### src/hdl/gte_pkg.sv
// Shared constants, codes and types of the graph traversal engine.
// No dependencies.
package gte_pkg;
    localparam int MAX_VERTICES = 64;
    localparam int MAX_ENTRIES  = 512;

    localparam int VID_W  = $clog2(MAX_VERTICES);
    localparam int CNT_W  = $clog2(MAX_VERTICES + 1);
    localparam int ENT_W  = $clog2(MAX_ENTRIES);
    localparam int LINK_W = $clog2(MAX_ENTRIES + 1);
    localparam int LVL_W  = 2;

    localparam logic [LINK_W-1:0] NO_LINK = LINK_W'(MAX_ENTRIES);

    localparam logic [2:0] MODE_ADD_VERTEX = 3'd0;
    localparam logic [2:0] MODE_ADD_EDGE   = 3'd1;
    localparam logic [2:0] MODE_BFS        = 3'd2;
    localparam logic [2:0] MODE_DFS        = 3'd3;
    localparam logic [2:0] MODE_SUGGEST    = 3'd4;

    localparam logic [2:0] ST_OK       = 3'd0;
    localparam logic [2:0] ST_VFULL    = 3'd1;
    localparam logic [2:0] ST_BAD_ID   = 3'd2;
    localparam logic [2:0] ST_EFULL    = 3'd3;
    localparam logic [2:0] ST_NO_SUGG  = 3'd4;

    typedef struct packed {
        logic             push;
        logic             fin;
        logic [VID_W-1:0] vertex;
        logic [2:0]       status;
    } t_emit_req;
endpackage

### src/hdl/gte_emit.sv
// Result staging: holds one pending vertex so the final one can carry last.
// Depends on gte_pkg.
module gte_emit (
    input  logic                     i_clk,
    input  logic                     i_rst_n,
    input  gte_pkg::t_emit_req       i_req,
    output logic                     o_valid,
    output logic [gte_pkg::VID_W-1:0] o_vertex_out,
    output logic                     o_last,
    output logic [2:0]               o_status
);
    import gte_pkg::*;

    logic             r_pend;
    logic [VID_W-1:0] r_pend_v;

    always_ff @(posedge i_clk) begin
        if (!i_rst_n) begin
            r_pend  <= 1'b0;
            o_valid <= 1'b0;
        end else begin
            o_valid <= 1'b0;
            if (i_req.push) begin
                o_valid      <= r_pend;
                o_vertex_out <= r_pend_v;
                o_last       <= 1'b0;
                o_status     <= ST_OK;
                r_pend       <= 1'b1;
                r_pend_v     <= i_req.vertex;
            end else if (i_req.fin) begin
                o_valid <= 1'b1;
                o_last  <= 1'b1;
                r_pend  <= 1'b0;
                if (r_pend) begin
                    o_vertex_out <= r_pend_v;
                    o_status     <= ST_OK;
                end else begin
                    o_vertex_out <= i_req.vertex;
                    o_status     <= i_req.status;
                end
            end
        end
    end
endmodule

### config.mk
export PLATFORM = sky130hd
export DESIGN_NAME = gte_emit
export DESIGN_NICKNAME = d
export VERILOG_FILES = /design/src/hdl/gte_pkg.sv /design/src/hdl/gte_emit.sv
export SDC_FILE = /design/constraint.sdc
export NUM_CORES = 1
export LEC_CHECK = 0
export BUFFER_PORTS_ARGS = -buffer_cell sky130_fd_sc_hd__buf_2
export CELL_PAD_IN_SITES_DETAIL_PLACEMENT = 1
export CELL_PAD_IN_SITES_GLOBAL_PLACEMENT = 2
export CORE_MARGIN = 2
export CORE_UTILIZATION = 37
export CTS_BUF_LIST = sky130_fd_sc_hd__clkbuf_4
export CTS_CLUSTER_DIAMETER = 40
export DETAILED_ROUTE_END_ITERATION = 7
export PLACE_DENSITY_LB_ADDON = 0.1
export SLEW_MARGIN = 20
export SYNTH_ARGS = -nofsm -noshare
export SYNTH_HDL_FRONTEND = slang
export SYNTH_SLANG_ARGS = --single-unit
### constraint.sdc
create_clock -name i_clk -period 2.3 [get_ports i_clk]
set_clock_uncertainty 0.2 [all_clocks]
set_input_delay 0.46 -clock i_clk [delete_from_list [all_inputs] [get_ports i_clk]]
set_output_delay 0.46 -clock i_clk [all_outputs]
set_load 0.01 [all_outputs]
==> flow_summary.yaml, run 1 <==
route:
  final_antenna_net_count: 0
  via_per_inst: 4.425
  first_pass_iters: 2
  avgRoutedWirePerCell_um: 12.91
  routed_wl_mm: 1.123
  drc_errors: 0
  vias: 385
  initialDrtViolationCount: 4
timing:
  clock.fmax_mhz: 675.3
  fin_ws_ns: 0.8191
  tns_ns: 0
  slew_headroom_pct: 69.67
  finalHoldViolations: 0
  setup_viol: 0
  min_period_ns: 1.481
  holdWs_ns: 0.1528
  drv_slew: 0
  tightest_slew_ns: 0.4550
  fin_crit_sh_pct: 64.39
  rsz0062_at_grt: "false"
clock_tree:
  clk_path_buf_depth: 2
  clock_latency_ns: 0.28
  cts_tree: "yes"
  h-tree-depth: 1
  postCtsSetupBuffers: 0
  holdBufCountCts: 0
  cts-resized-gates: 0
  clkSinkCount: 18
  clkTransAtPathRegs_ns: 0.11
  cts-root-buf: "clkbuf_4"
  cts_inserted_buffers: 3
setup_path:
  critPathKind: "register to output pin"
  cp_top_family: "flip-flops"
  cp.buffers_inverters: 1
  crit_fanout: 1
  end_kind: "output pin"
  worst_setup_path_start_kind: "register"
  cp.arrival_ns: 0.82
  cp_cell_sequence: "buf_2"
  max_stage_delay_ns: 0.38
  cp_slowest_cell: "edfxtp_1"
  worstPathRequired_ns: 1.64
final_layout:
  multiInputGateArea_um2: 146.4
  n_fill_cell: 184
  final_cell_mix: "23 x buf_2, 16 x edfxtp_1, 6 x mux2_2, 4 x and2_2, 4 x clkbuf_4"
  drive_above_1_share_pct: 61.29
  antenna_cells: 0
  regArea_um2: 520.5
  layout_commonest_cell: "buf_2"
  utilization_pct: 49.60
  syn_to_final_growth_pct: 26.31
  nets: 76
floorplan:
  die_h_um: 46.58
  start_util_pct: 39.27
  die_area_mm2: 0.002169
  fp-row-count: 15
  io_pins: 24
  die_w_um: 46.58
  coreArea_mm2: 0.001708
grt:
  grt_pass1_vias: 374
  track_usage_pct: 11.64
  grt_pass1_wl_mm: 1.649
  antenna_found_initial: 0
  overflow: 0
  grt_max_degree: 11
power:
  p_leak_nw: 0.3395
  finalPower_w: 0.0006240
  peakVddDrop_mv: 0.3442
  power_density_mw_per_mm2: 736.6
yosys:
  yosysSeqAreaShare_pct: 77.61
  yosysUniqueCellTypes: 11
  ys_warn_count: 0
  syn_area_per_cell_um2: 19.16
  synth_area_um2: 670.6
  syn_nets: 48
  ys_ff_latch: 18
  synth_cells: 35
placed_design:
  place_congestion: 0.6323
  port_buffers: 23
  post-place-ws_ns: 0.6273
  dp_hpwl_um: 883.8
hold_path:
  hold_class: "primary input to register"
flow_run:
  maxCapViolCount: 0
status:
  status: "finished, final reports clean"
## Yosys cell counts, drive strengths merged
| master | count | share of area (%) |
|---|---|---|
| mux2i | 1 | 1.5 |
| nand2b | 1 | 0.93 |
| mux2 | 6 | 10 |
| nor2b | 1 | 0.93 |
| inv | 1 | 0.56 |
| edfxtp | 16 | 72 |
| and2 | 4 | 4.5 |
| nor2 | 1 | 1.7 |
| o21a | 1 | 1.1 |
| a21boi | 1 | 1.1 |
| dfxtp | 2 | 6.0 |
## area by class of cell
type                    instances  share of cell area (%)
flip-flops and latches         18                   61.45
multi-input cells              16                   17.28
repair buffers                 23                   13.59
well taps                      25                   3.693
clock buffers                   4                   3.545
inverters                       1                  0.4431
## report_power, final
group          switching [W]  leakage, nW  internal, W
combinational      0.0000324        0.152    0.0000313
sequential        0.00000583        0.170     0.000382
clock              0.0000938       0.0184    0.0000791
total               0.000132        0.339     0.000492
## cell families (layout without fill, tap and decap cells)
kind of cell / count (synthesis) / after routing / synth area share (%)
flops: 18 / 18 / 77.61
simple gates: 7 / 7 / 8.024
mux: 7 / 7 / 11.57
compound gates: 2 / 2 / 2.240
buf+inv: 1 / 28 / 0.5592
## metrics by stage
| stage | cells | area [um2] |
|---|---|---|
| floorplan | 35 | 670.6 |
| global placement | 83 | 817.0 |
| detailed placement | 83 | 817.0 |
| CTS | 87 | 847.1 |
| global route | 87 | 847.1 |
| finish | 87 | 847.1 |
## final timing paths
kind	startpoint	endpoint	slack (ns)	depth (start not counted)
worst max-delay path	o_vertex_out[2]	o_vertex_out[2]	0.82	1
worst max register to register	r_pend	o_vertex_out[4]	0.89	2
worst min-delay path	i_req[5]	r_pend_v[2]	0.15	1
worst min register to register	r_pend_v[3]	o_vertex_out[3]	0.35	1
## registers in the layout, indices dropped and copies added (netlist names)
signal	flops
o_last	1
o_status	3
o_valid	1
o_vertex_out	6
r_pend	1
r_pend_v	6
## routing by layer
metal | track usage (%) | up-vias | share of wire (%) | wire length [um]
met2 | 21.39 | 13 | 56 | 632
met3 | 2.353 | 0 | 5.8 | 65
met4 | 5.143 | 0 | 0 | 0
met1 | 12.62 | 190 | 38 | 425
li1 | - | 182 | - | -
met5 | 0 | - | 0 | 0
Power figures use the tool's default switching activity.
==> run 2, diff against run 1 <==
--- a/config.mk
+++ b/config.mk
@@ -9,7 +9,7 @@
 export CELL_PAD_IN_SITES_DETAIL_PLACEMENT = 1
 export CELL_PAD_IN_SITES_GLOBAL_PLACEMENT = 2
 export CORE_MARGIN = 2
-export CORE_UTILIZATION = 37
+export CORE_UTILIZATION = 34
 export CTS_BUF_LIST = sky130_fd_sc_hd__clkbuf_4
 export CTS_CLUSTER_DIAMETER = 40
 export DETAILED_ROUTE_END_ITERATION = 7
==> constraint.sdc (replaced) <==
create_clock -name i_clk -period 1.4 [get_ports i_clk]
set_clock_uncertainty 0.2 [all_clocks]
set_input_delay 0.28 -clock i_clk [delete_from_list [all_inputs] [get_ports i_clk]]
set_output_delay 0.28 -clock i_clk [all_outputs]
set_load 0.01 [all_outputs]
==> run 2 against run 1 <==
  * First-iteration DRC count fell by 25%
  * Flip-flop and latch count did not move
  * Power rose by 67%
  * Critical endpoint is now o_vertex_out[5]
  * Largest power group unchanged
==> flow_summary.yaml, run 2 (same netlist as run 1, synthesis figures left out) <==
timing:
  tightest_slew_ns: 0.4516
  finalHoldViolations: 0
  rsz0062_at_grt: "false"
  setup_viol: 0
  fin_crit_sh_pct: 96.20
  min_period_ns: 1.347
  clock.fmax_mhz: 742.5
  drv_slew: 0
  slew_headroom_pct: 69.89
  fin_ws_ns: 0.05316
setup_path:
  r2r-start: "r_pend"
  worst_setup_path_start_kind: "primary input"
  r2r_setup_slack_ns: 0.06
  setup.worst_path.end: "o_vertex_out[5]"
  critPathKind: "primary input to register"
  reg2reg_to: "o_vertex_out[3]"
  worstPathRequired_ns: 1.25
  end_kind: "register"
  cp.arrival_ns: 1.20
  startpoint: "i_req[8]"
  crit_fanout: 2
  ff2ff_path_depth: 2
clock_tree:
  clock_latency_ns: 0.28
  h-tree-depth: 1
  clkTransAtPathRegs_ns: 0.11
  cts_tree: "yes"
  clkSinkCount: 18
  postCtsSetupBuffers: 0
  clk_path_buf_depth: 2
  cts-root-buf: "clkbuf_4"
  cts_inserted_buffers: 3
floorplan:
  start_util_pct: 35.26
  io_pins: 24
  die_h_um: 48.41
  die_w_um: 48.41
  die_area_mm2: 0.002344
  fp-row-count: 16
  coreArea_mm2: 0.001902
power:
  power_density_mw_per_mm2: 1119
  p_seq_share_pct: 61.0
  p_leak_nw: 0.3790
  peakVddDrop_mv: 0.5972
  swShare_pct: 20.99
  p_int_w: 0.0008252
  p_switching_w: 0.0002192
  finalPower_w: 0.001044
  combPwrFrac_pct: 11.8
  pwr-share-clk_pct: 27.3
final_layout:
  nets: 85
  drive_above_1_share_pct: 59.15
  syn_to_final_growth_pct: 39.18
  antenna_cells: 0
  reg_top3: "o_vertex_out x6, r_pend_v x6, o_status x3"
  final_cell_mix: "23 x buf_2, 16 x edfxtp_1, 6 x mux2_2, 6 x dlygate4sd3_1"
  utilization_pct: 49.08
  fin_cells: 98
  layout_commonest_cell: "buf_2"
grt:
  grt_max_degree: 11
  overflow: 0
  grt_pass1_wl_mm: 2.042
  track_usage_pct: 11.42
  grt_pass1_vias: 433
  antenna_found_initial: 0
route:
  drc_errors: 0
  vias: 409
  avgRoutedWirePerCell_um: 11.69
  via_per_inst: 4.173
  final_antenna_net_count: 0
  initialDrtViolationCount: 3
  routed_wl_mm: 1.146
  first_pass_iters: 2
status:
  status: "finished, final reports clean"
placed_design:
  dp_hpwl_um: 809.8
  place_inst: 88
  port_buffers: 23
  post-place-ws_ns: -0.04219
  place_congestion: 0.6585
flow_run:
  maxCapViolCount: 0
hold_path:
  hold_class: "primary input to register"
[run 2: metrics by stage]
| stage | hold WS (ns) | setup TNS, ns | cell area [um2] |
|---|---|---|---|
| after floorplan | 0.1789 | 0 | 670.6 |
| after global placement | 0.2692 | -0.2227 | 842.1 |
| after detailed placement | 0.2748 | -0.4319 | 842.1 |
| after CTS | 0.07823 | 0 | 932.1 |
| after global routing | 0.06633 | 0 | 933.4 |
| final | 0.08074 | 0 | 933.4 |
[run 2: worst min path at each step]
stage | startpoint | endpoint | cells after the start
3_5_place_dp | i_req[5] | r_pend_v[2] | 1
6_report | i_req[1] | o_status[1] | 2
3_3_place_gp | i_req[8] | r_pend_v[5] | 1
5_1_grt | i_req[0] | o_status[0] | 2
2_1_floorplan | i_req[3] | r_pend_v[0] | 0
4_1_cts | i_req[0] | o_status[0] | 2
[run 2: area by class of cell]
class | count | area [um2]
Inverter | 1 | 3.754
Multi-Input combinational cell | 16 | 146.4
Tap cell | 27 | 33.78
Clock buffer | 4 | 30.03
Fill cell | 205 | 968.4
Sequential cell | 18 | 521.8
Timing Repair Buffer | 32 | 197.7
[run 2: what timing repair did]
action	CTS	global route
endpoints found under the setup margin	0	6
resized for setup	0	1
hold buffers	6	0
hold endpoints to repair	6	0
[run 2: metal layers]
| layer | track usage (%) | wire length (um) | up-vias | part of all wire [%] |
|---|---|---|---|---|
| met5 | 0 | 0 | - | 0 |
| met2 | 18.06 | 598 | 13 | 52 |
| met3 | 3.086 | 55 | 0 | 4.8 |
| met4 | 4.286 | 0 | 0 | 0 |
| met1 | 15.10 | 492 | 195 | 43 |
| li1 | - | - | 201 | - |
[run 2: critical path: stages]
cell and delay (ns):
dlygate4sd3_1 0.54, buf_2 0.13, mux2_2 0.25
[run 2: power groups by stage]
stage	clock network [W]	registers (W)	logic (W)
2_1_floorplan	0	0.000661	0.0000416
5_1_grt	0.000323	0.000642	0.000137
6_report	0.000285	0.000637	0.000123
4_1_cts	0.000290	0.000637	0.000125
3_3_place_gp	0	0.000649	0.000110
3_5_place_dp	0	0.000649	0.000112
==> run 3, diff against run 2 <==
--- a/config.mk
+++ b/config.mk
@@ -9,7 +9,7 @@
 export CELL_PAD_IN_SITES_DETAIL_PLACEMENT = 1
 export CELL_PAD_IN_SITES_GLOBAL_PLACEMENT = 2
 export CORE_MARGIN = 2
-export CORE_UTILIZATION = 34
+export CORE_UTILIZATION = 37
 export CTS_BUF_LIST = sky130_fd_sc_hd__clkbuf_4
 export CTS_CLUSTER_DIAMETER = 40
 export DETAILED_ROUTE_END_ITERATION = 7
==> constraint.sdc (replaced) <==
create_clock -name i_clk -period 1.67 [get_ports i_clk]
set_clock_uncertainty 0.2 [all_clocks]
set_input_delay 0.334 -clock i_clk [delete_from_list [all_inputs] [get_ports i_clk]]
set_output_delay 0.334 -clock i_clk [all_outputs]
set_load 0.01 [all_outputs]
==> run 3 against run 2 <==
  * Critical path depth down 1
  * Sequential share of layout area up 5.0 points
  * Utilization up 0.96 points
  * Non-clock buffer count down 8
  * Power down 18%
  * Flip-flop and latch count unchanged
  * Clock-buffer cell count unchanged
  * Die area down 7.4%
  * Critical path type is now register to register
  * Critical endpoint is now o_vertex_out[4]
  * Largest cell class unchanged
==> flow_summary.yaml, run 3 (same netlist as run 1, synthesis figures left out) <==
power:
  p_seq_share_pct: 62.3
  p_leak_nw: 0.3444
  p_switching_w: 0.0001777
  pwr-share-clk_pct: 27.4
  combPwrFrac_pct: 10.4
  swShare_pct: 20.74
  power_density_mw_per_mm2: 1003
  peakVddDrop_mv: 0.4759
  p_int_w: 0.0006791
final_layout:
  regArea_um2: 520.5
  nets: 77
  syn_to_final_growth_pct: 27.43
  antenna_cells: 0
  final_cell_mix: "23 x buf_2, 16 x edfxtp_1, 6 x mux2_2, 4 x and2_2, 4 x clkbuf_4"
  utilization_pct: 50.04
  multiInputGateArea_um2: 146.4
  n_fill_cell: 183
  layout_commonest_cell: "buf_2"
  drive_above_1_share_pct: 61.90
  reg_top3: "o_vertex_out x6, r_pend_v x6, o_status x3"
floorplan:
  fp-row-count: 15
  start_util_pct: 39.27
  die_area_mm2: 0.002169
  coreArea_mm2: 0.001708
  io_pins: 24
  die_w_um: 46.58
  die_h_um: 46.58
grt:
  track_usage_pct: 11.98
  grt_pass1_vias: 401
  overflow: 0
  grt_pass1_wl_mm: 1.725
  antenna_found_initial: 0
  grt_max_degree: 11
hold_path:
  hold_class: "primary input to register"
clock_tree:
  clkSinkCount: 18
  cts_inserted_buffers: 3
  postCtsSetupBuffers: 0
  clk_path_buf_depth: 2
  cts-root-buf: "clkbuf_4"
  cts_tree: "yes"
  h-tree-depth: 1
  cts-resized-gates: 0
  clkTransAtPathRegs_ns: 0.11
  clock_latency_ns: 0.27
  holdBufCountCts: 0
setup_path:
  cp_slowest_cell: "dfxtp_1"
  r2r-start: "r_pend"
  reg2reg_to: "o_vertex_out[4]"
  end_kind: "register"
  worstPathRequired_ns: 1.51
  r2r_setup_slack_ns: 0.25
  max_stage_delay_ns: 0.37
  setup.worst_path.end: "o_vertex_out[4]"
  cp_cell_sequence: "nor2_4, mux2_2"
  critPathKind: "register to register"
  cp.arrival_ns: 1.25
  ff2ff_path_depth: 2
  crit_fanout: 9
  worst_setup_path_start_kind: "register"
  startpoint: "r_pend"
route:
  vias: 399
  routed_wl_mm: 1.119
  drc_errors: 0
  avgRoutedWirePerCell_um: 12.72
  initialDrtViolationCount: 1
  via_per_inst: 4.534
  first_pass_iters: 2
  final_antenna_net_count: 0
timing:
  slew_headroom_pct: 84.24
  setup_viol: 0
  fin_ws_ns: 0.2544
  clock.fmax_mhz: 706.4
  rsz0062_at_grt: "false"
  min_period_ns: 1.416
  tns_ns: 0
  tightest_slew_ns: 0.2358
  fin_crit_sh_pct: 84.76
  finalHoldViolations: 0
  drv_slew: 0
placed_design:
  post-place-ws_ns: 0.1261
  dp_hpwl_um: 888.4
  port_buffers: 23
  place_congestion: 0.6301
flow_run:
  maxCapViolCount: 0
status:
  status: "finished, final reports clean"
==> run 3: cell types whose count changed in the layout (fill, tap and decap cells not counted) <==
cell,change
dlygate4sd3_1,-6
dfxtp_1,+1
dfxtp_2,-1
buf_4,-2
==> run 3: through the flow <==
step | cell area (um2) | total power, W | std cells | hold slack [ns]
finish | 854.6 | 0.0008567 | 88 | 0.03343
global route | 854.6 | 0.0008929 | 88 | 0.02905
CTS | 854.6 | 0.0008670 | 88 | 0.03102
detailed placement | 824.5 | 0.0006362 | 84 | 0.3294
global placement | 824.5 | 0.0006286 | 84 | 0.3115
floorplan | 670.6 | 0.0005890 | 35 | 0.2329
==> run 3: worst min path at each step <==
stage                     cells after the start     endpoint      from
final                                         1  r_pend_v[1]  i_req[4]
after global routing                          1  r_pend_v[5]  i_req[8]
after CTS                                     1  r_pend_v[1]  i_req[4]
after detailed placement                      1  r_pend_v[4]  i_req[7]
after global placement                        2       r_pend    r_pend
after floorplan                               0  r_pend_v[0]  i_req[3]
==> run 3: power by group through the flow <==
stage	sequential [W]	combinational [W]	clock [W]
after global placement	0.000543	0.0000857	0
after detailed placement	0.000545	0.0000915	0
final	0.000533	0.0000888	0.000235
after floorplan	0.000554	0.0000348	0
after CTS	0.000534	0.0000919	0.000241
after global routing	0.000537	0.0000985	0.000257
==> run 3: final cells by class <==
type | count | area share [%]
Tap cell | 25 | 3.660
Sequential cell | 18 | 60.91
Multi-Input combinational cell | 16 | 17.13
Clock buffer | 4 | 3.514
Inverter | 1 | 0.4392
Timing Repair Buffer | 24 | 14.35
==> run 3: routing by layer <==
metal  GRT usage (%)  vias up  routed length (um)  share of wire [%]
li1                -      187                   -                  -
met3           2.353        0                  54                4.8
met1           13.93      199                 438                 39
met5               0        -                   0                  0
met2           21.94       13                 626                 56
met4           3.429        0                   0                  0
==> run 3: critical path, delay by kind of cell, from the launching register on <==
kind          cells  cell delay [ns]
mux               1             0.37
simple gates      1             0.24
flops             1             0.37
